### src/design/ibd_pkg.sv
// ----------------------------------------------------------------------------
// ibd_pkg
// Types, widths and constants shared by the I2C baud divisor datapath.
// ----------------------------------------------------------------------------
`timescale 1ns / 1ps
`default_nettype none

package ibd_pkg;

    // Field widths of the input and result items
    localparam int SRC_W  = 27;
    localparam int SCL_W  = 22;
    localparam int BAUD_W = 16;

    // Datapath widths: numerator src*(5 MHz - scl), denominator scl*5 MHz
    localparam int FIVE_W = 23;
    localparam int NUM_W  = SRC_W + FIVE_W;
    localparam int DEN_W  = SCL_W + FIVE_W;
    // Quotient bits kept; the top bit flags "at least 1024", which saturates
    localparam int Q_W    = 11;
    localparam int CMP_W  = DEN_W + Q_W - 1;

    // Request limits
    localparam logic [SRC_W-1:0]  DEFAULT_SRC_HZ = SRC_W'(48000000);
    localparam logic [SCL_W-1:0]  FAST_LIMIT_HZ  = SCL_W'(400000);
    localparam logic [SCL_W-1:0]  FPLUS_LIMIT_HZ = SCL_W'(1000000);
    localparam logic [FIVE_W-1:0] FIVE_MHZ       = FIVE_W'(5000000);

    // Raw count offset and clamp points, stated on the quotient (raw + 10)
    localparam logic [Q_W-1:0] RAW_OFFSET = Q_W'(10);
    localparam logic [Q_W-1:0] Q_SF_MAX   = Q_W'(520);
    localparam logic [Q_W-1:0] Q_SF_MIN   = Q_W'(11);
    localparam logic [Q_W-1:0] Q_FP_MAX   = Q_W'(392);
    localparam logic [Q_W-1:0] Q_FP_MIN   = Q_W'(13);

    // Divisor words at the clamp points
    localparam logic [BAUD_W-1:0] SF_DIV_MAX = 16'h00FF;
    localparam logic [BAUD_W-1:0] SF_DIV_MIN = 16'h0001;
    localparam logic [BAUD_W-1:0] FP_DIV_MAX = 16'hFF7F;
    localparam logic [BAUD_W-1:0] FP_DIV_MIN = 16'h0201;

    // Reciprocal of three for values below 1024: floor(x * 683 / 2048)
    localparam logic [9:0] RECIP3 = 10'd683;
    localparam int         RECIP3_SHIFT = 11;

    typedef struct packed {
        logic [SRC_W-1:0] source_clock_hz;
        logic [SCL_W-1:0] scl_rate_hz;
    } t_in_item;

    typedef struct packed {
        logic              rate_ok;
        logic [BAUD_W-1:0] baud_word;
        logic              fast_plus_mode;
    } t_out_item;

    // One stage of the division chain
    typedef struct packed {
        logic             valid;
        logic             ok;
        logic             fplus;
        logic [NUM_W-1:0] rem;
        logic [DEN_W-1:0] den;
        logic [Q_W-1:0]   quo;
    } t_div_stage;

    // floor(x / 3) for x below 768, where the result fits in eight bits
    function automatic logic [7:0] div3(input logic [9:0] x);
        logic [19:0] prod;
        prod = 20'(x) * 20'(RECIP3);
        return prod[RECIP3_SHIFT +: 8];
    endfunction

endpackage

`default_nettype wire

### src/design/ibd_front.sv
// ----------------------------------------------------------------------------
// ibd_front
// Takes a request item, checks it and forms numerator and denominator.
// ----------------------------------------------------------------------------
`timescale 1ns / 1ps
`default_nettype none

module ibd_front
    import ibd_pkg::*;
(
    input  wire logic       i_clk,
    input  wire logic       i_rst_n,
    input  wire logic       i_valid,
    input  wire t_in_item   i_item,
    input  wire logic       i_take,
    output logic            o_take,
    output t_div_stage      o_stage
);

    t_div_stage        r_stage;
    t_div_stage        n_stage;
    logic [SRC_W-1:0]  w_src;
    logic [SCL_W-1:0]  w_scl;
    logic [FIVE_W-1:0] w_span;

    // Load whenever this stage is empty or its item moves on
    assign o_take = !r_stage.valid || i_take;

    // Substitute the default clock, check limits, form both products
    always_comb begin
        w_src  = (i_item.source_clock_hz == '0) ? DEFAULT_SRC_HZ : i_item.source_clock_hz;
        w_scl  = i_item.scl_rate_hz;
        w_span = FIVE_MHZ - FIVE_W'(w_scl);

        n_stage       = '0;
        n_stage.valid = i_valid;
        n_stage.ok    = (w_scl != '0) && (w_scl <= FPLUS_LIMIT_HZ)
                        && ({1'b0, w_src} >= {w_scl, 1'b0} + (SRC_W + 1)'(0));
        n_stage.fplus = w_scl > FAST_LIMIT_HZ;
        n_stage.rem   = NUM_W'(w_src) * NUM_W'(w_span);
        n_stage.den   = DEN_W'(w_scl) * DEN_W'(FIVE_MHZ);
        n_stage.quo   = '0;
    end

    // Hold the stage register; reset clears only the valid flag
    always_ff @(posedge i_clk) begin
        if (!i_rst_n) begin
            r_stage.valid <= 1'b0;
        end else if (o_take) begin
            r_stage <= n_stage;
        end
    end

    assign o_stage = r_stage;

endmodule

`default_nettype wire

### src/design/ibd_cell.sv
// ----------------------------------------------------------------------------
// ibd_cell
// One restoring division step: settle quotient bit SHIFT of rem / den.
// ----------------------------------------------------------------------------
`timescale 1ns / 1ps
`default_nettype none

module ibd_cell
    import ibd_pkg::*;
#(
    parameter int SHIFT = 0
) (
    input  wire logic       i_clk,
    input  wire logic       i_rst_n,
    input  wire t_div_stage i_stage,
    input  wire logic       i_take,
    output logic            o_take,
    output t_div_stage      o_stage
);

    t_div_stage        r_stage;
    t_div_stage        n_stage;
    logic [CMP_W-1:0]  w_den_sh;
    logic [CMP_W-1:0]  w_rem_ext;
    logic [CMP_W-1:0]  w_diff;
    logic              w_geq;

    assign o_take = !r_stage.valid || i_take;

    // Compare against the shifted divisor and subtract when it fits
    always_comb begin
        w_den_sh  = CMP_W'(i_stage.den) << SHIFT;
        w_rem_ext = CMP_W'(i_stage.rem);
        w_geq     = w_rem_ext >= w_den_sh;
        w_diff    = w_rem_ext - w_den_sh;

        n_stage            = i_stage;
        n_stage.quo[SHIFT] = w_geq;
        if (w_geq) begin
            n_stage.rem = w_diff[NUM_W-1:0];
        end
    end

    // Hand the item to the next cell
    always_ff @(posedge i_clk) begin
        if (!i_rst_n) begin
            r_stage.valid <= 1'b0;
        end else if (o_take) begin
            r_stage <= n_stage;
        end
    end

    assign o_stage = r_stage;

endmodule

`default_nettype wire

### src/design/ibd_back.sv
// ----------------------------------------------------------------------------
// ibd_back
// Clamps the quotient into a divisor word and holds the result item.
// ----------------------------------------------------------------------------
`timescale 1ns / 1ps
`default_nettype none

module ibd_back
    import ibd_pkg::*;
(
    input  wire logic       i_clk,
    input  wire logic       i_rst_n,
    input  wire t_div_stage i_stage,
    output logic            o_take,
    output logic            o_valid,
    input  wire logic       i_ready,
    output t_out_item       o_item
);

    logic              r_valid;
    t_out_item         r_item;
    t_out_item         n_item;
    logic [Q_W-1:0]    w_q;
    logic [Q_W-1:0]    w_raw;
    logic [8:0]        w_r;
    logic [BAUD_W-1:0] w_baud;

    assign o_take = !r_valid || i_ready;

    // Map the quotient to the divisor of the selected speed mode
    always_comb begin
        w_q   = i_stage.quo;
        w_raw = w_q - RAW_OFFSET;
        w_r   = w_raw[8:0];

        if (!i_stage.fplus) begin
            if (w_q > Q_SF_MAX) begin
                w_baud = SF_DIV_MAX;
            end else if (w_q <= Q_SF_MIN) begin
                w_baud = SF_DIV_MIN;
            end else begin
                w_baud = {8'h00, w_raw[8:1]};
            end
        end else begin
            if (w_q >= Q_FP_MAX) begin
                w_baud = FP_DIV_MAX;
            end else if (w_q <= Q_FP_MIN) begin
                w_baud = FP_DIV_MIN;
            end else begin
                w_baud = {div3({w_r, 1'b0}), div3({1'b0, w_r})};
            end
        end

        n_item                = '0;
        n_item.rate_ok        = i_stage.ok;
        n_item.baud_word      = i_stage.ok ? w_baud : '0;
        n_item.fast_plus_mode = i_stage.ok && i_stage.fplus;
    end

    // Hold the result until taken; load a new one when the slot frees
    always_ff @(posedge i_clk) begin
        if (!i_rst_n) begin
            r_valid <= 1'b0;
        end else if (o_take) begin
            r_valid <= i_stage.valid;
        end
    end

    always_ff @(posedge i_clk) begin
        if (o_take) begin
            r_item <= n_item;
        end
    end

    assign o_valid = r_valid;
    assign o_item  = r_item;

endmodule

`default_nettype wire

### src/design/i2c_master_baud_divisor_calc_core.sv
// ----------------------------------------------------------------------------
// i2c_master_baud_divisor_calc_core
// Computes the I2C master SCL divisor word and speed-mode bit per request.
//
//   Channel  Handshake           Payload     Item
//   in       i_valid / o_ready   i_item      source clock and SCL rate
//   out      o_valid / i_ready   o_item      ok flag, divisor word, mode bit
//
// One item per cycle while results are taken; the products are formed in
// the accept cycle and registered at the accept, 11 division cells settle
// one quotient bit each, and the back stage clamps and holds the result.
// Reset (i_rst_n low, synchronous) empties every stage.
// Each stage loads when empty or when its item moves on, so bubbles close
// up while the output waits.
// ----------------------------------------------------------------------------
`timescale 1ns / 1ps
`default_nettype none

module i2c_master_baud_divisor_calc_core
    import ibd_pkg::*;
(
    input  wire logic     i_clk,
    input  wire logic     i_rst_n,
    input  wire logic     i_valid,
    output logic          o_ready,
    input  wire t_in_item i_item,
    output logic          o_valid,
    input  wire logic     i_ready,
    output t_out_item     o_item
);

    t_div_stage w_stage [0:Q_W];
    logic       w_take  [0:Q_W];

    // Check the request and form numerator and denominator
    ibd_front u_front (
        .i_clk   (i_clk),
        .i_rst_n (i_rst_n),
        .i_valid (i_valid),
        .i_item  (i_item),
        .i_take  (w_take[0]),
        .o_take  (o_ready),
        .o_stage (w_stage[0])
    );

    // Settle quotient bits from the top down
    for (genvar g = 0; g < Q_W; g++) begin : g_cell
        ibd_cell #(
            .SHIFT (Q_W - 1 - g)
        ) u_cell (
            .i_clk   (i_clk),
            .i_rst_n (i_rst_n),
            .i_stage (w_stage[g]),
            .i_take  (w_take[g+1]),
            .o_take  (w_take[g]),
            .o_stage (w_stage[g+1])
        );
    end

    // Clamp and hold the result item
    ibd_back u_back (
        .i_clk   (i_clk),
        .i_rst_n (i_rst_n),
        .i_stage (w_stage[Q_W]),
        .o_take  (w_take[Q_W]),
        .o_valid (o_valid),
        .i_ready (i_ready),
        .o_item  (o_item)
    );

endmodule

`default_nettype wire

### config.mk
export PLATFORM = sky130hd
export DESIGN_NAME = i2c_master_baud_divisor_calc_core
export DESIGN_NICKNAME = d
export VERILOG_FILES = /design/src/design/ibd_pkg.sv /design/src/design/ibd_front.sv /design/src/design/ibd_cell.sv /design/src/design/ibd_back.sv /design/src/design/i2c_master_baud_divisor_calc_core.sv
export SDC_FILE = /design/constraint.sdc
export NUM_CORES = 2
export LEC_CHECK = 0
export BUFFER_PORTS_ARGS = -buffer_cell sky130_fd_sc_hd__buf_2
export CAP_MARGIN = 20
export CORE_AREA = 2 2 415 334
export CTS_CLUSTER_SIZE = 25
export DETAILED_ROUTE_END_ITERATION = 8
export DIE_AREA = 0 0 417 336
export PLACE_DENSITY = 0.81
export SYNTH_ARGS = -nofsm -noshare
export SYNTH_HDL_FRONTEND = slang
export SYNTH_SLANG_ARGS = --single-unit
export TNS_END_PERCENT = 100
### constraint.sdc
create_clock -name i_clk -period 10.9 [get_ports i_clk]
set_clock_uncertainty 0.15 [all_clocks]
set_input_delay 1.09 -clock i_clk [delete_from_list [all_inputs] [get_ports i_clk]]
set_output_delay 1.09 -clock i_clk [all_outputs]
set_load 0.005 [all_outputs]
# == Yosys cells after proc, flatten, opt, wreduce, memory -nomap -nowiden ==
# Cells that the tools add are included.
# classes
n_addsub,12
n_mul,4
n_lt_le_gt_ge,18
n_mux,16
reduce_logical,43
# op_table
cell,n
50-bit 2-to-1 mux,10
50-bit subtractor,6
16-bit 2-to-1 mux,4
50-bit by 55-bit >= comparator with 1-bit output,1
50-bit by 54-bit >= comparator with 1-bit output,1
50-bit by 53-bit >= comparator with 1-bit output,1
50-bit by 52-bit >= comparator with 1-bit output,1
50-bit by 51-bit >= comparator with 1-bit output,1
50-bit by 45-bit >= comparator with 1-bit output,1
50-bit by 46-bit >= comparator with 1-bit output,1
50-bit by 47-bit >= comparator with 1-bit output,1
50-bit by 48-bit >= comparator with 1-bit output,1
50-bit by 49-bit >= comparator with 1-bit output,1
50-bit >= comparator,1
27-bit by 23-bit multiplier with 50-bit output,1
50-bit by 46-bit subtractor with 50-bit output,1
50-bit by 47-bit subtractor with 50-bit output,1
50-bit by 48-bit subtractor with 50-bit output,1
50-bit by 49-bit subtractor with 50-bit output,1
"22-bit by 17-bit multiplier with 39-bit output, second input constant",1
27-bit by 23-bit >= comparator with 1-bit output,1
27-bit logical NOT,1
27-bit 2-to-1 mux,1
2-bit AND reduction,12
other kinds (14),41
# totals
ff_bits,1100
wordCells,166

# == Logic depth before layout (Yosys ltp) ==
# depth
depth_word,15
ltp_mapped,38

# == Cells and area by module ==
# Synthesis repeated with hierarchy kept, for this count alone.
# unflattened
hier_cells,10584
area_unflattened_um2,107035.2
# by_module_without_submodules
module,n_inst,cells_per_inst,area_per_inst_um2
ibd_front,1,3376,31301.3
ibd_cell at g_cell[8].u_cell,1,675,6851.6
ibd_cell at g_cell[7].u_cell,1,654,6835.3
ibd_cell at g_cell[6].u_cell,1,696,6824.0
ibd_cell at g_cell[9].u_cell,1,676,6770.2
ibd_cell at g_cell[10].u_cell,1,647,6725.2
ibd_cell at g_cell[5].u_cell,1,662,6706.4
ibd_cell at g_cell[4].u_cell,1,647,6672.6
ibd_cell at g_cell[3].u_cell,1,630,6656.4
ibd_cell at g_cell[1].u_cell,1,565,6431.2
ibd_cell at g_cell[0].u_cell,1,513,6321.1
ibd_cell at g_cell[2].u_cell,1,556,6299.8
ibd_back,1,287,2640.0

# == Worst setup path after synthesis ==
# No wires, ideal clock.
# synth_path
kind,input to register
startpoint,input i_item[0] (netlist name)
endpoint,"register u_front.r_stage, in the netlist u_front.o_stage[102] (data pin)"
setup_time_ns,0.265
arrival_time_ns,9.628
t_required_ns,10.485
path_slack_ns,0.857
cell_stages,37
n_path_buf,3
cell_sequence,clkbuf_1 > clkbuf_1 > inv_1 > ha_1 > and3_1 > a21oi_1 > o21ai_0 > a21oi_1 > inv_1 > a31oi_1 > nor2b_1 > nand2b_1 > xnor2_1 > clkbuf_1 > nand2_1 > fa_1 > fa_1 > inv_1 > fa_1 > fa_1 > fa_1 > fa_1 > inv_1 > fa_1 > inv_1 > ha_1 > a21o_1 > a21oi_1 > nor2_1 > nor2_1 > o221ai_1 > a41o_1 > a221oi_2 > nor2_1 > nor3_1 > o21ai_0 > xor2_1
# synth_lines
item,line,rtl
start: declaration,i2c_master_baud_divisor_calc_core.sv:26,"input wire t_in_item i_item,"
end signal: assignment,ibd_front.sv:50,r_stage <= n_stage;
end: declaration,ibd_front.sv:20,t_div_stage r_stage;

==> qor.csv <==
stage,metric,value,unit
floorplan,rows,121,
sta,worstMarginPinSlew,1.27,ns
clocking,numCtsBuffers,108,
flow_run,maxCapViolations,0,
setup_path,r2r_setup_slack,4.53,ns
global_routing,antenna_found_initial,3,
yosys,ys_seq_area_frac,0.369,
yosys,synth_area,0.0893,mm^2
yosys,synth_edf_count,1087,
setup_path,critPathBufInv,7,
setup_path,cp.arrival,10.50,ns
yosys,synth_seq_cells,1100,
yosys,netlist.area_leader.share,0.366,
route,drt-wirelength-per-cell,21.8,um
route,vias_per_cell,6.12,
sta,fmax,97.7,MHz
setup_path,crit_family,adder cells,
placement,portBuffers,72,
route,ant_nets,0,
sta,final_max_slew_viol_count,0,
sta,setup_viol,0,
yosys,syn_nets,10200,
setup_path,cp.required,11.16,ns
floorplan,start_util,0.657,
yosys,synth_cell_types,101,
setup_path,worst_path_largest_cell_delay,0.68,ns
clocking,ctsHoldBuffers,0,
final_layout,drive_gt1_frac,0.0668,
sta,layout_min_cycle_time,10.23,ns
yosys,yosysMostFrequentCell,inv_1,
yosys,syn-instance-count,8601,
sta,final-hold-violation-count,0,
floorplan,num_io_pins,73,
route,drc,0,
floorplan,die_h,336,um
clocking,insertion_delay,0.74,ns
global_routing,overflow,0,
route,firstDrtPassIters,6,
clocking,cts_repair_resize_count,0,
yosys,yosys.area.top_type,edfxtp_1,
sta,rsz0062_at_grt,false,
yosys,synthTopCellsByArea,"edfxtp_1 37%, fa_1 15%, ha_1 12%, inv_1 5.8%, nand2_1 3.4%",
route,dr.first_iter.drc_count,6092,
min_path,hp-class,reg2reg,
setup_path,crit_fanout,10,
setup_path,path_common_cell,fa_1,
global_routing,grt_max_degree,79,
clocking,cts.sinks,1100,
route,dr_wl_met3,19800,um
yosys,synth.avg_cell_area,10.4,um^2
setup_path,start_kind,primary input,
floorplan,die_w,417,um
route,routed-wl-met2,108000,um
route,top_layer,met5,
route,drt_wl_total,229000,um
global_routing,grt_pass1_wl,357000,um
final_layout,area.growth.synth_to_final,6.97,%
global_routing,first_global_vias,63700,
global_routing,grtUsageTotal,0.328,
yosys,synthTopCellsByCount,"1,370 x inv_1, 1,087 x edfxtp_1, 883 x ha_1",
clocking,path_clk_slew,0.07,ns
clocking,cts_tree,yes,
clocking,cts_buffer_depth,3,
yosys,yosysWarnings,0,
final_layout,fin_nets,10200,
sta,layout_worst_path_cycle_share,0.939,
floorplan,core,0.136,mm^2
sta,fin_setup_tns,0,ns
placement,dp_hpwl,182000,um
sta,relSlewSlack,0.144,
route,vias,64200,
clocking,cts_root_buf,clkbuf_16,
route,drt-met1-wl,90900,um
clocking,post_cts_buffers,0,
setup_path,worst_path_max_delay_cell,xnor2_1,
yosys,synthArstFlopShare,0,
floorplan,dieArea,0.140,mm^2
clocking,cts_htree_levels,3,
placement,gp_congestion,1.02,
setup_path,crit_type,in2reg,
setup_path,critPathCaptureType,register,
run_status,status,completed,
yosys,ys.flop_type,edfxtp_1,
-- routing by layer --
metal / track usage / vias up
met1: 0.434 / 31400
met5: 0 / -
met3: 0.0602 / 594
met4: 0.135 / 2
li1: - / 29400
met2: 0.538 / 2891
-- cells in the final DEF (no fill, tap or decap), types with 51 or more instances in the layout --
cell	synthesis	routed
nand4_1	78	78
and2_1	158	157
nor2_1	421	421
ha_1	883	883
nand2_1	811	811
nand3_1	102	102
xor2_1	171	171
a21o_1	281	280
xnor2_1	279	263
edfxtp_1	1087	1087
mux2_2	99	99
o21ai_0	350	350
fa_1	656	656
inv_1	1370	1370
buf_4	12	115
nand2b_1	69	69
o21a_1	52	52
nor3_1	66	66
buf_2	49	72
a31oi_1	51	51
o21bai_1	71	70
nor2b_1	99	93
and3_1	60	60
nor4_1	51	51
a21oi_1	587	587
clkbuf_16	0	109
-- layout make-up --
cell class | instances | area [um^2]
clock inverter | 63 | 712
sequential | 1100 | 32900
tap | 1783 | 2230
fill | 9700 | 40300
clock buffer | 133 | 2840
antenna | 3 | 7.51
multi-input combinational | 5857 | 50400
timing repair buffer | 189 | 1270
inverter | 1372 | 5150
-- metrics by stage --
stage          cells   util  area [um^2]  setup slack (ns)  hold WS (ns)
5_1_grt        10500  0.703        95500             0.318         0.250
6_report       10500  0.703        95500             0.668         0.231
4_1_cts        10500  0.703        95500             0.912         0.225
2_1_floorplan   8601      -        89300             0.857         0.250
3_5_place_dp   10300  0.677        91900             0.204         0.255
3_3_place_gp   10300  0.677        91900             0.369         0.251
-- path summary, 6_finish.rpt --
kind | start | to | depth (start not counted)
setup reg to reg | g_cell[10].u_cell.o_stage[1] | u_back.o_item[7] | 20
hold / removal | g_cell[0].u_cell.o_stage[48] | g_cell[1].u_cell.o_stage[48] | 0
setup / recovery | i_item[6] | u_front.o_stage[102] | 33
hold reg to reg | g_cell[0].u_cell.o_stage[48] | g_cell[1].u_cell.o_stage[48] | 0
-- logic make-up (layout without fill, tap and decap cells) --
family	after synthesis	in the layout	synth area share
adders and majority gates	1539	1539	0.271
xor gates and xnor gates	450	450	0.0442
AOI/OAI and AO/OA	1703	1703	0.120
buffers and inverters	1644	1757	0.0706
DFF	1100	1100	0.369
other	0	3	0
and+or+nand+nor	2029	2029	0.107
muxes	136	136	0.0183
-- state kept, by name, indices dropped and copies added (netlist names) --
register,cells
g_cell.u_cell.o_stage,989
u_back.o_item,18
u_back.o_valid,1
u_front.o_stage,92
-- worst reg2reg max path: cells and delay by family (launching register included) --
kind	cells	cell delay, ns
AOI/OAI and AO/OA	8	1.98
xor gates and xnor gates	2	0.82
adders and majority gates	6	2.30
buffers and inverters	4	0.41
DFF	1	0.55
Power is left out: the tool's default activity adds up to more than one toggle a clock period on the data nets, which glitch-free logic cannot reach.
